## config.mk

```make
export PLATFORM = sky130hd
export DESIGN_NAME = sorted_record_table_search_core
export DESIGN_NICKNAME = d
export VERILOG_FILES = /design/src/sv/srts_pkg.sv /design/src/sv/srts_store.sv /design/src/sv/srts_ctrl.sv /design/src/sv/sorted_record_table_search_core.sv
export SDC_FILE = /design/constraint.sdc
export NUM_CORES = 2
export LEC_CHECK = 0
export BUFFER_PORTS_ARGS = -buffer_cell sky130_fd_sc_hd__buf_2
export CAP_MARGIN = 25
export CORE_UTILIZATION = 35
export DETAILED_ROUTE_END_ITERATION = 10
export HOLD_SLACK_MARGIN = 0.02
export PLACE_DENSITY_LB_ADDON = 0.12
export SLEW_MARGIN = 25
export SYNTH_ARGS = -nofsm -noshare
export SYNTH_HDL_FRONTEND = slang
export SYNTH_SLANG_ARGS = --single-unit
```

## constraint.sdc

```tcl
create_clock -name clk -period 13.1 [get_ports clk]
set_input_delay 1.31 -clock clk [delete_from_list [all_inputs] [get_ports clk]]
set_output_delay 1.31 -clock clk [all_outputs]
set_load 0.005 [all_outputs]
```

## src/sv/srts_pkg.sv

```systemverilog
// ----------------------------------------------------------------------------
// srts_pkg: shared types and constants for the sorted record table search
// Record layout, key select codes, word kinds, status codes, sequencer states
// and the key helpers used by the controller.
// ----------------------------------------------------------------------------
package srts_pkg;

	localparam int CAPACITY  = 16;
	localparam int KEY_BYTES = 8;

	localparam int KEY_W  = 64;
	localparam int YEAR_W = 16;
	localparam int POS_W  = 5;
	localparam int IDX_W  = $clog2(CAPACITY);
	localparam int CNT_W  = $clog2(CAPACITY + 1);

	// keep the top KEY_BYTES bytes of a key, clear the rest
	localparam logic [KEY_W-1:0] KEY_MASK = ~({KEY_W{1'b1}} >> (8 * KEY_BYTES));

	localparam logic [1:0] SEL_TITLE = 2'd0;
	localparam logic [1:0] SEL_NAME  = 2'd1;

	typedef enum logic [1:0] {
		KIND_INSERT = 2'd0,
		KIND_FIND   = 2'd1,
		KIND_LIST   = 2'd2,
		KIND_CLEAR  = 2'd3
	} kind_t;

	typedef enum logic [1:0] {
		STAT_OK       = 2'd0,
		STAT_NOTFOUND = 2'd1,
		STAT_BADYEAR  = 2'd2,
		STAT_FULL     = 2'd3
	} status_t;

	typedef enum logic [3:0] {
		ST_IDLE,
		ST_INS_CHK,
		ST_INS_CMP,
		ST_FND_CHK,
		ST_FND_CMP,
		ST_LST_RD,
		ST_LST_LD,
		ST_EMIT
	} ctrl_state_t;

	typedef struct packed {
		logic [KEY_W-1:0]  title;
		logic [KEY_W-1:0]  name;
		logic [YEAR_W-1:0] year;
	} rec_t;

	typedef struct packed {
		logic             we;
		logic [IDX_W-1:0] waddr;
		rec_t             wdata;
		logic             re;
		logic [IDX_W-1:0] raddr;
	} mem_req_t;

	typedef struct packed {
		rec_t             rec;
		logic [POS_W-1:0] position;
		status_t          status;
		logic             last;
	} res_t;

	function automatic logic [KEY_W-1:0] trunc_key(logic [KEY_W-1:0] k);
		return k & KEY_MASK;
	endfunction

	function automatic logic [KEY_W-1:0] key_of(rec_t r, logic [1:0] sel);
		logic [KEY_W-1:0] k;
		unique case (sel)
			SEL_TITLE: k = r.title;
			SEL_NAME:  k = r.name;
			default:   k = {{(KEY_W - YEAR_W){1'b0}}, r.year};
		endcase
		return k;
	endfunction

endpackage

```

## src/sv/srts_store.sv

```systemverilog
// ----------------------------------------------------------------------------
// srts_store: record memory
// One write port and one read port, read data registered.
// ----------------------------------------------------------------------------
module srts_store
	import srts_pkg::*;
(
	input  logic     clk,
	input  mem_req_t req,
	output rec_t     rd_data
);

	rec_t mem_q [CAPACITY];
	rec_t rd_q;

	always_ff @(posedge clk) begin
		if (req.we) begin
			mem_q[req.waddr] <= req.wdata;
		end
		if (req.re) begin
			rd_q <= mem_q[req.raddr];
		end
	end

	assign rd_data = rd_q;

endmodule

```

## src/sv/srts_ctrl.sv

```systemverilog
// ----------------------------------------------------------------------------
// srts_ctrl: sequencer and shared key comparator
// Walks insert shifts, binary search steps and list reads, one memory access
// per step; insert and search share one 64-bit key compare.
// ----------------------------------------------------------------------------
module srts_ctrl
	import srts_pkg::*;
(
	input  logic              clk,
	input  logic              arst_n,
	input  logic              in_valid,
	output logic              in_stall,
	input  logic [1:0]        kind,
	input  logic [KEY_W-1:0]  title_key,
	input  logic [KEY_W-1:0]  name_key,
	input  logic [YEAR_W-1:0] year_value,
	input  logic [KEY_W-1:0]  query_key,
	input  logic              cfg_valid,
	output logic              cfg_ready,
	input  logic [1:0]        cfg_data,
	output mem_req_t          mreq,
	input  rec_t              rd_data,
	output logic              res_valid,
	input  logic              res_take,
	output res_t              res
);

	ctrl_state_t       state_q, state_d;
	logic [CNT_W-1:0]  cnt_q;
	logic [1:0]        sel_q;
	rec_t              rec_q;
	logic [KEY_W-1:0]  tgt_q;
	logic [CNT_W-1:0]  pos_q, lo_q, hix_q, mid_q, idx_q;
	res_t              res_q;

	rec_t              rec_in;
	logic [KEY_W-1:0]  rd_key;
	logic              key_gt, key_lt;
	logic [CNT_W:0]    mid_sum;
	logic [CNT_W-1:0]  mid_c;
	logic              accept, cfg_wr, ins_reject, lo_ok;

	assign rec_in = '{title: trunc_key(title_key), name: trunc_key(name_key), year: year_value};

	// shared comparator: stored key against the target key
	assign rd_key = key_of(rd_data, sel_q);
	assign key_gt = rd_key > tgt_q;
	assign key_lt = rd_key < tgt_q;

	assign mid_sum = {1'b0, lo_q} + {1'b0, hix_q} - {{CNT_W{1'b0}}, 1'b1};
	assign mid_c   = mid_sum[CNT_W:1];
	assign lo_ok   = lo_q < hix_q;

	assign in_stall   = (state_q != ST_IDLE);
	assign cfg_ready  = (state_q == ST_IDLE);
	assign accept     = in_valid && !in_stall;
	assign cfg_wr     = cfg_valid && cfg_ready;
	assign ins_reject = (year_value == '0) || (cnt_q >= CNT_W'(CAPACITY));
	assign res        = res_q;

	always_ff @(posedge clk or negedge arst_n) begin
		if (!arst_n) begin
			state_q <= ST_IDLE;
		end else begin
			state_q <= state_d;
		end
	end

	always_comb begin
		state_d   = state_q;
		mreq      = '0;
		res_valid = 1'b0;
		unique case (state_q)
			ST_IDLE: begin
				if (accept) begin
					unique case (kind_t'(kind))
						KIND_INSERT: state_d = ins_reject ? ST_EMIT : ST_INS_CHK;
						KIND_FIND:   state_d = ST_FND_CHK;
						KIND_LIST:   state_d = (cnt_q == '0) ? ST_EMIT : ST_LST_RD;
						KIND_CLEAR:  state_d = ST_EMIT;
					endcase
				end
			end
			ST_INS_CHK: begin
				if (pos_q == '0) begin
					mreq.we    = 1'b1;
					mreq.waddr = '0;
					mreq.wdata = rec_q;
					state_d    = ST_EMIT;
				end else begin
					mreq.re    = 1'b1;
					mreq.raddr = IDX_W'(pos_q - 1'b1);
					state_d    = ST_INS_CMP;
				end
			end
			ST_INS_CMP: begin
				mreq.we    = 1'b1;
				mreq.waddr = pos_q[IDX_W-1:0];
				if (key_gt) begin
					mreq.wdata = rd_data;
					state_d    = ST_INS_CHK;
				end else begin
					mreq.wdata = rec_q;
					state_d    = ST_EMIT;
				end
			end
			ST_FND_CHK: begin
				if (lo_ok) begin
					mreq.re    = 1'b1;
					mreq.raddr = mid_c[IDX_W-1:0];
					state_d    = ST_FND_CMP;
				end else begin
					state_d = ST_EMIT;
				end
			end
			ST_FND_CMP: begin
				state_d = (!key_gt && !key_lt) ? ST_EMIT : ST_FND_CHK;
			end
			ST_LST_RD: begin
				mreq.re    = 1'b1;
				mreq.raddr = idx_q[IDX_W-1:0];
				state_d    = ST_LST_LD;
			end
			ST_LST_LD: begin
				state_d = ST_EMIT;
			end
			ST_EMIT: begin
				res_valid = 1'b1;
				if (res_take) begin
					state_d = res_q.last ? ST_IDLE : ST_LST_RD;
				end
			end
		endcase
	end

	// control state: key select and fill count
	always_ff @(posedge clk or negedge arst_n) begin
		if (!arst_n) begin
			sel_q <= SEL_TITLE;
			cnt_q <= '0;
		end else if (cfg_wr) begin
			sel_q <= cfg_data;
			cnt_q <= '0;
		end else begin
			if (accept && kind_t'(kind) == KIND_CLEAR) begin
				cnt_q <= '0;
			end
			if ((state_q == ST_INS_CHK && pos_q == '0) ||
			    (state_q == ST_INS_CMP && !key_gt)) begin
				cnt_q <= cnt_q + 1'b1;
			end
		end
	end

	// working registers, no reset
	always_ff @(posedge clk) begin
		unique case (state_q)
			ST_IDLE: begin
				rec_q <= rec_in;
				pos_q <= cnt_q;
				lo_q  <= '0;
				hix_q <= cnt_q;
				idx_q <= '0;
				if (kind_t'(kind) == KIND_FIND) begin
					tgt_q <= (sel_q == SEL_TITLE || sel_q == SEL_NAME) ?
					         trunc_key(query_key) : query_key;
				end else begin
					tgt_q <= key_of(rec_in, sel_q);
				end
				res_q.rec      <= '0;
				res_q.position <= POS_W'(CAPACITY);
				res_q.last     <= 1'b1;
				unique case (kind_t'(kind))
					KIND_INSERT: res_q.status <= (year_value == '0) ? STAT_BADYEAR : STAT_FULL;
					KIND_FIND:   res_q.status <= STAT_NOTFOUND;
					KIND_LIST:   res_q.status <= STAT_NOTFOUND;
					KIND_CLEAR: begin
						res_q.status   <= STAT_OK;
						res_q.position <= '0;
					end
				endcase
			end
			ST_INS_CHK: begin
				if (pos_q == '0) begin
					res_q <= '{rec: rec_q, position: '0, status: STAT_OK, last: 1'b1};
				end
			end
			ST_INS_CMP: begin
				if (key_gt) begin
					pos_q <= pos_q - 1'b1;
				end else begin
					res_q <= '{rec: rec_q, position: POS_W'(pos_q), status: STAT_OK, last: 1'b1};
				end
			end
			ST_FND_CHK: begin
				mid_q <= mid_c;
			end
			ST_FND_CMP: begin
				if (key_lt) begin
					lo_q <= mid_q + 1'b1;
				end else if (key_gt) begin
					hix_q <= mid_q;
				end else begin
					res_q <= '{rec: rd_data, position: POS_W'(mid_q), status: STAT_OK,
					           last: 1'b1};
				end
			end
			ST_LST_RD: begin
			end
			ST_LST_LD: begin
				res_q <= '{rec: rd_data, position: POS_W'(idx_q), status: STAT_OK,
				           last: (idx_q + 1'b1) == cnt_q};
			end
			ST_EMIT: begin
				if (res_take && !res_q.last) begin
					idx_q <= idx_q + 1'b1;
				end
			end
		endcase
	end

`ifndef NO_ASSERTIONS
	a_cnt_range: assert property (@(posedge clk) disable iff (!arst_n)
		cnt_q <= CNT_W'(CAPACITY))
		else $error("entry count above capacity");

	a_write_busy: assert property (@(posedge clk) disable iff (!arst_n)
		mreq.we |-> (state_q == ST_INS_CHK || state_q == ST_INS_CMP))
		else $error("store written outside insert");

	a_mid_window: assert property (@(posedge clk) disable iff (!arst_n)
		state_q == ST_FND_CMP |-> (mid_q >= lo_q && mid_q < hix_q))
		else $error("search midpoint outside window");

	a_shift_slot: assert property (@(posedge clk) disable iff (!arst_n)
		state_q == ST_INS_CMP |-> (pos_q != '0 && pos_q <= cnt_q))
		else $error("insert slot out of range");

	a_cfg_clears: assert property (@(posedge clk) disable iff (!arst_n)
		cfg_wr |=> cnt_q == '0)
		else $error("config write did not empty table");
`endif

endmodule

```

## src/sv/sorted_record_table_search_core.sv

```systemverilog
// ----------------------------------------------------------------------------
// sorted_record_table_search_core: sorted record table with binary search
// Keeps up to CAPACITY records ordered on the selected key; insert, find,
// list and clear words; results leave through a registered output stage.
// ----------------------------------------------------------------------------
// Usage:
//   Input channel (in_valid / in_stall): one command word per accept. The
//   block stalls the input from accept until its last result word has been
//   handed to the output register.
//   Output channel (out_valid / out_stall): result words, last marks the
//   final word of a command. The output register holds its word while
//   out_stall is high; the sequencer waits until the register frees.
//   Config channel (cfg_valid / cfg_ready): writes sort_field while idle and
//   empties the table.
// Command time follows the record memory accesses (one access per step,
// registered read, compare in the following cycle), plus any output stall;
// a new command is taken only once the previous one is done:
//   insert   a read and a shift write per record moved up (at most
//            CAPACITY-1), then the write of the new record
//   find     a read and compare per search probe (at most
//            log2(CAPACITY)+1), until a hit or an empty window
//   list     a read per record; clear, reject or empty list go straight to the result
//   Result words are registered in the output register when taken.
// Reset: table empty, sort_field = title, output idle. No clearing pass.
// ----------------------------------------------------------------------------
module sorted_record_table_search_core
	import srts_pkg::*;
(
	input  logic              clk,
	input  logic              arst_n,
	input  logic              in_valid,
	output logic              in_stall,
	input  logic [1:0]        kind,
	input  logic [KEY_W-1:0]  title_key,
	input  logic [KEY_W-1:0]  name_key,
	input  logic [YEAR_W-1:0] year_value,
	input  logic [KEY_W-1:0]  query_key,
	output logic              out_valid,
	input  logic              out_stall,
	output logic [KEY_W-1:0]  out_title,
	output logic [KEY_W-1:0]  out_name,
	output logic [YEAR_W-1:0] out_year,
	output logic [POS_W-1:0]  position,
	output logic [1:0]        status,
	output logic              last,
	input  logic              cfg_valid,
	output logic              cfg_ready,
	input  logic [1:0]        sort_field
);

	mem_req_t mreq;
	rec_t     rd_data;
	logic     res_valid, res_take;
	res_t     res;

	logic     out_valid_q;
	res_t     out_res_q;

	// sequencer plus shared key comparator
	srts_ctrl u_ctrl (
		.clk        (clk),
		.arst_n     (arst_n),
		.in_valid   (in_valid),
		.in_stall   (in_stall),
		.kind       (kind),
		.title_key  (title_key),
		.name_key   (name_key),
		.year_value (year_value),
		.query_key  (query_key),
		.cfg_valid  (cfg_valid),
		.cfg_ready  (cfg_ready),
		.cfg_data   (sort_field),
		.mreq       (mreq),
		.rd_data    (rd_data),
		.res_valid  (res_valid),
		.res_take   (res_take),
		.res        (res)
	);

	// record memory
	srts_store u_store (
		.clk     (clk),
		.req     (mreq),
		.rd_data (rd_data)
	);

	// output register: loads when empty or when its word leaves this cycle
	assign res_take = res_valid && (!out_valid_q || !out_stall);

	always_ff @(posedge clk or negedge arst_n) begin
		if (!arst_n) begin
			out_valid_q <= 1'b0;
		end else if (res_take) begin
			out_valid_q <= 1'b1;
		end else if (!out_stall) begin
			out_valid_q <= 1'b0;
		end
	end

	always_ff @(posedge clk) begin
		if (res_take) begin
			out_res_q <= res;
		end
	end

	assign out_valid = out_valid_q;
	assign out_title = out_res_q.rec.title;
	assign out_name  = out_res_q.rec.name;
	assign out_year  = out_res_q.rec.year;
	assign position  = out_res_q.position;
	assign status    = out_res_q.status;
	assign last      = out_res_q.last;

endmodule

```

==> results_dict.tcl <==
set metrics [dict create \
    yosysTopAreaCell "edfxtp_1" \
    syn_nets 8380 \
    antenna_left 0 \
    final.setup.tns_ns 0 \
    grt_pass1_vias 70800 \
    max_freq_mhz 131 \
    grt_remaining_overflow 0 \
    detail_route.iter0.violations 7452 \
    rr_worst_depth 13 \
    synth-seq-area-share_pct 76.0 \
    drive_above_1_share_pct 12.2 \
    powerDensity_nw_per_um2 253 \
    cp_max_fo 101 \
    ff2ff_setup_slack_ns 5.46 \
    cts_tree "done" \
    clk_latency_ns 0.94 \
    synth_area_leaders "edfxtp_1, nand2_1, nand3_1" \
    dr.pass1.iters 6 \
    final_net_count 8729 \
    end_kind "register" \
    r2r_start "u_ctrl.sel_q[1]" \
    max_slew_margin_pct 21.3 \
    max-cap-violations 0 \
    clock_sinks 2996 \
    synthesis.area_um2 118000 \
    finalWirelength_mm 417 \
    coreArea_um2 336000 \
    die_h_um 583 \
    layout.cells.non_filler 13200 \
    synth_cell_type_count 65 \
    synth-edff-count 2985 \
    synth_cells 8077 \
    ys_seq_elements 2996 \
    startpoint_type "register" \
    finalMaxSlewViolations 0 \
    dp_hpwl_mm 220 \
    grt_pass1_wl_mm 573 \
    hold_path_class "input pin to async pin" \
    synth.most_common_cell "edfxtp_1" \
    fillers 31000 \
    area_growth_syn_to_layout_pct 15.1 \
    rsz0062_at_grt "false" \
    core.rowCount 213 \
    drc 0 \
    synth.top_cell.area_share_pct 75.8 \
    clockRootBuffer "clkbuf_16" \
    cts_htree_levels 5 \
    grt_max_degree 173 \
    final_hold_viol_count 0 \
    gp_congestion 0.812 \
    synthTopCellsByCount "edfxtp_1, nand2_1, nand3_1, mux2i_1, clkbuf_1" \
    yosysWarnings 0 \
    placed_cells 12600 \
    viasPerCell 5.55 \
    worst_slew_pin_slew_ns 1.18 \
    cts_resized 0 \
    post-cts-setup-buffer-count 0 \
    start_util_pct 35.2 \
    worstPathArrival_ns 8.28 \
    status "finished, final reports clean" \
    via_count 73400 \
    worstSetupPathType "register to register" \
    design.portCount 372 \
    period_minus_slack_ns 7.64 \
    io_buffers 371 \
    clock_skew_ns 0.0504 \
    clk_pin_slew_ns 0.06 \
    post_drt_wl_per_cell_um 31.5 \
    setup_viol 0 \
    cts_max_path_buffers 4 \
    design.die.area_um2 340000 \
    synth_ff_type "edfxtp_1" \
    cts_hold_buffers 0 \
    reg2reg_to "u_store.mem_q[4][133]" \
    ir_drop_mv 0.420 \
    track_usage_pct 24.0 \
    cts_buffers 335 \
    p_leak_nw 47.7 \
    cp.required_ns 13.73 \
    antenna_found_initial 29 \
    syn_area_per_cell_um2 14.6 \
    fin_crit_sh_pct 58.4 \
    die_w_um 583 \
    synthArstFlopShare_pct 0.367 \
]
## sequential cells by signal, summed over array words and instances, names as in the netlist, 16 cells and up
register / flops
u_ctrl.res: 152
out_year: 16
out_name: 64
u_ctrl.tgt_q: 64
u_store.rd_data: 144
u_store.mem_q: 2304
u_ctrl.rec_q: 144
out_title: 64
## report_power, final
part	internal (mW)	total [mW]	switching [mW]
clock network	5.46	9.34	3.88
registers	12.9	13.9	0.982
logic	2.97	11.3	8.29
## stage by stage
stage / setup WS [ns] / util, % / hold WS, ns / total power [mW] / instance area (um^2)
finish: 5.46 / 40.5 / 0.323 / 34.5 / 136000
global route: 5.39 / 40.5 / 0.285 / 35.9 / 136000
CTS: 5.57 / 40.4 / 0.249 / 34.7 / 136000
detailed placement: 5.63 / 37.2 / 0.405 / 25.3 / 125000
global placement: 5.73 / 37.2 / 0.401 / 25.2 / 125000
floorplan: 0.624 / - / 0.400 / 20.4 / 118000
## worst max-delay path: stages (launching register included)
cell and delay (ns):
dfrtp_4 0.60, buf_4 0.61, buf_4 0.61, nor2_1 0.15, ha_1 0.33, nand4_1 0.37, nor4_2 0.78, nand4_1 0.40
a31oi_1 0.56, nor2_1 0.14, nand2_1 0.18, and3_4 0.91, buf_12 0.70, a32o_1 0.60
## routing by layer
layer | wire [um] | up-vias | global-route usage [%] | part of all wire [%]
met5 | 27 | - | 0 | 0.0065
met4 | 12600 | 4 | 7.03 | 3.0
met3 | 27500 | 587 | 3.32 | 6.6
met2 | 197000 | 3065 | 38.9 | 47
met1 | 180000 | 38400 | 33.4 | 43
li1 | - | 31300 | - | -
## cell families (layout without fill, tap and decap cells)
family	Yosys count	after routing	synth area share (%)
simple gates	3078	3078	11.3
flops	2996	2996	76.0
compound gates	832	832	5.43
buf+inv	615	1240	2.34
mux	453	453	3.84
fa+ha+maj	86	86	0.916
xor+xnor	17	17	0.126
other cells	0	20	0
## cells in the final DEF (no fill, tap or decap), drive strengths merged, types with 9 or more instances in the layout
cell type,n
a21oi,101
edfxtp,2985
o21ai,147
nor3,11
nand3,958
mux2i,447
clkbuf,410
nand2,1793
dfrtp,11
ha,85
o22a,106
diode,20
a32o,147
nand2b,9
a32oi,109
a31oi,39
nand4,160
bufinv,32
xnor2,10
clkinvlp,10
nor2,115
buf,533
clkinv,153
inv,102
a22o,144
## worst max path at each step
stage,startpoint,endpoint,slack [ns],depth (start not counted)
2_1_floorplan,u_ctrl.state_q[2],u_store.mem_q[0][0],0.62,4
3_3_place_gp,u_ctrl.sel_q[1],u_store.mem_q[12][73],5.73,13
3_5_place_dp,u_ctrl.sel_q[1],u_store.mem_q[6][71],5.63,13
4_1_cts,u_ctrl.sel_q[1],u_store.mem_q[0][75],5.57,13
5_1_grt,u_ctrl.sel_q[1],u_store.mem_q[2][79],5.39,13
6_report,u_ctrl.sel_q[1],u_store.mem_q[4][133],5.46,13
## layout make-up
type	count	area (um^2)	share of cell area, %
sequential	2996	89900	66.1
multi-input combinational	4466	25900	19.0
clock buffer	410	8910	6.55
tap	4515	5650	4.15
timing repair buffer	533	3480	2.56
clock inverter	203	1870	1.37
inverter	94	368	0.270
antenna	20	50.0	0.0368
Power figures use the tool's default switching activity.
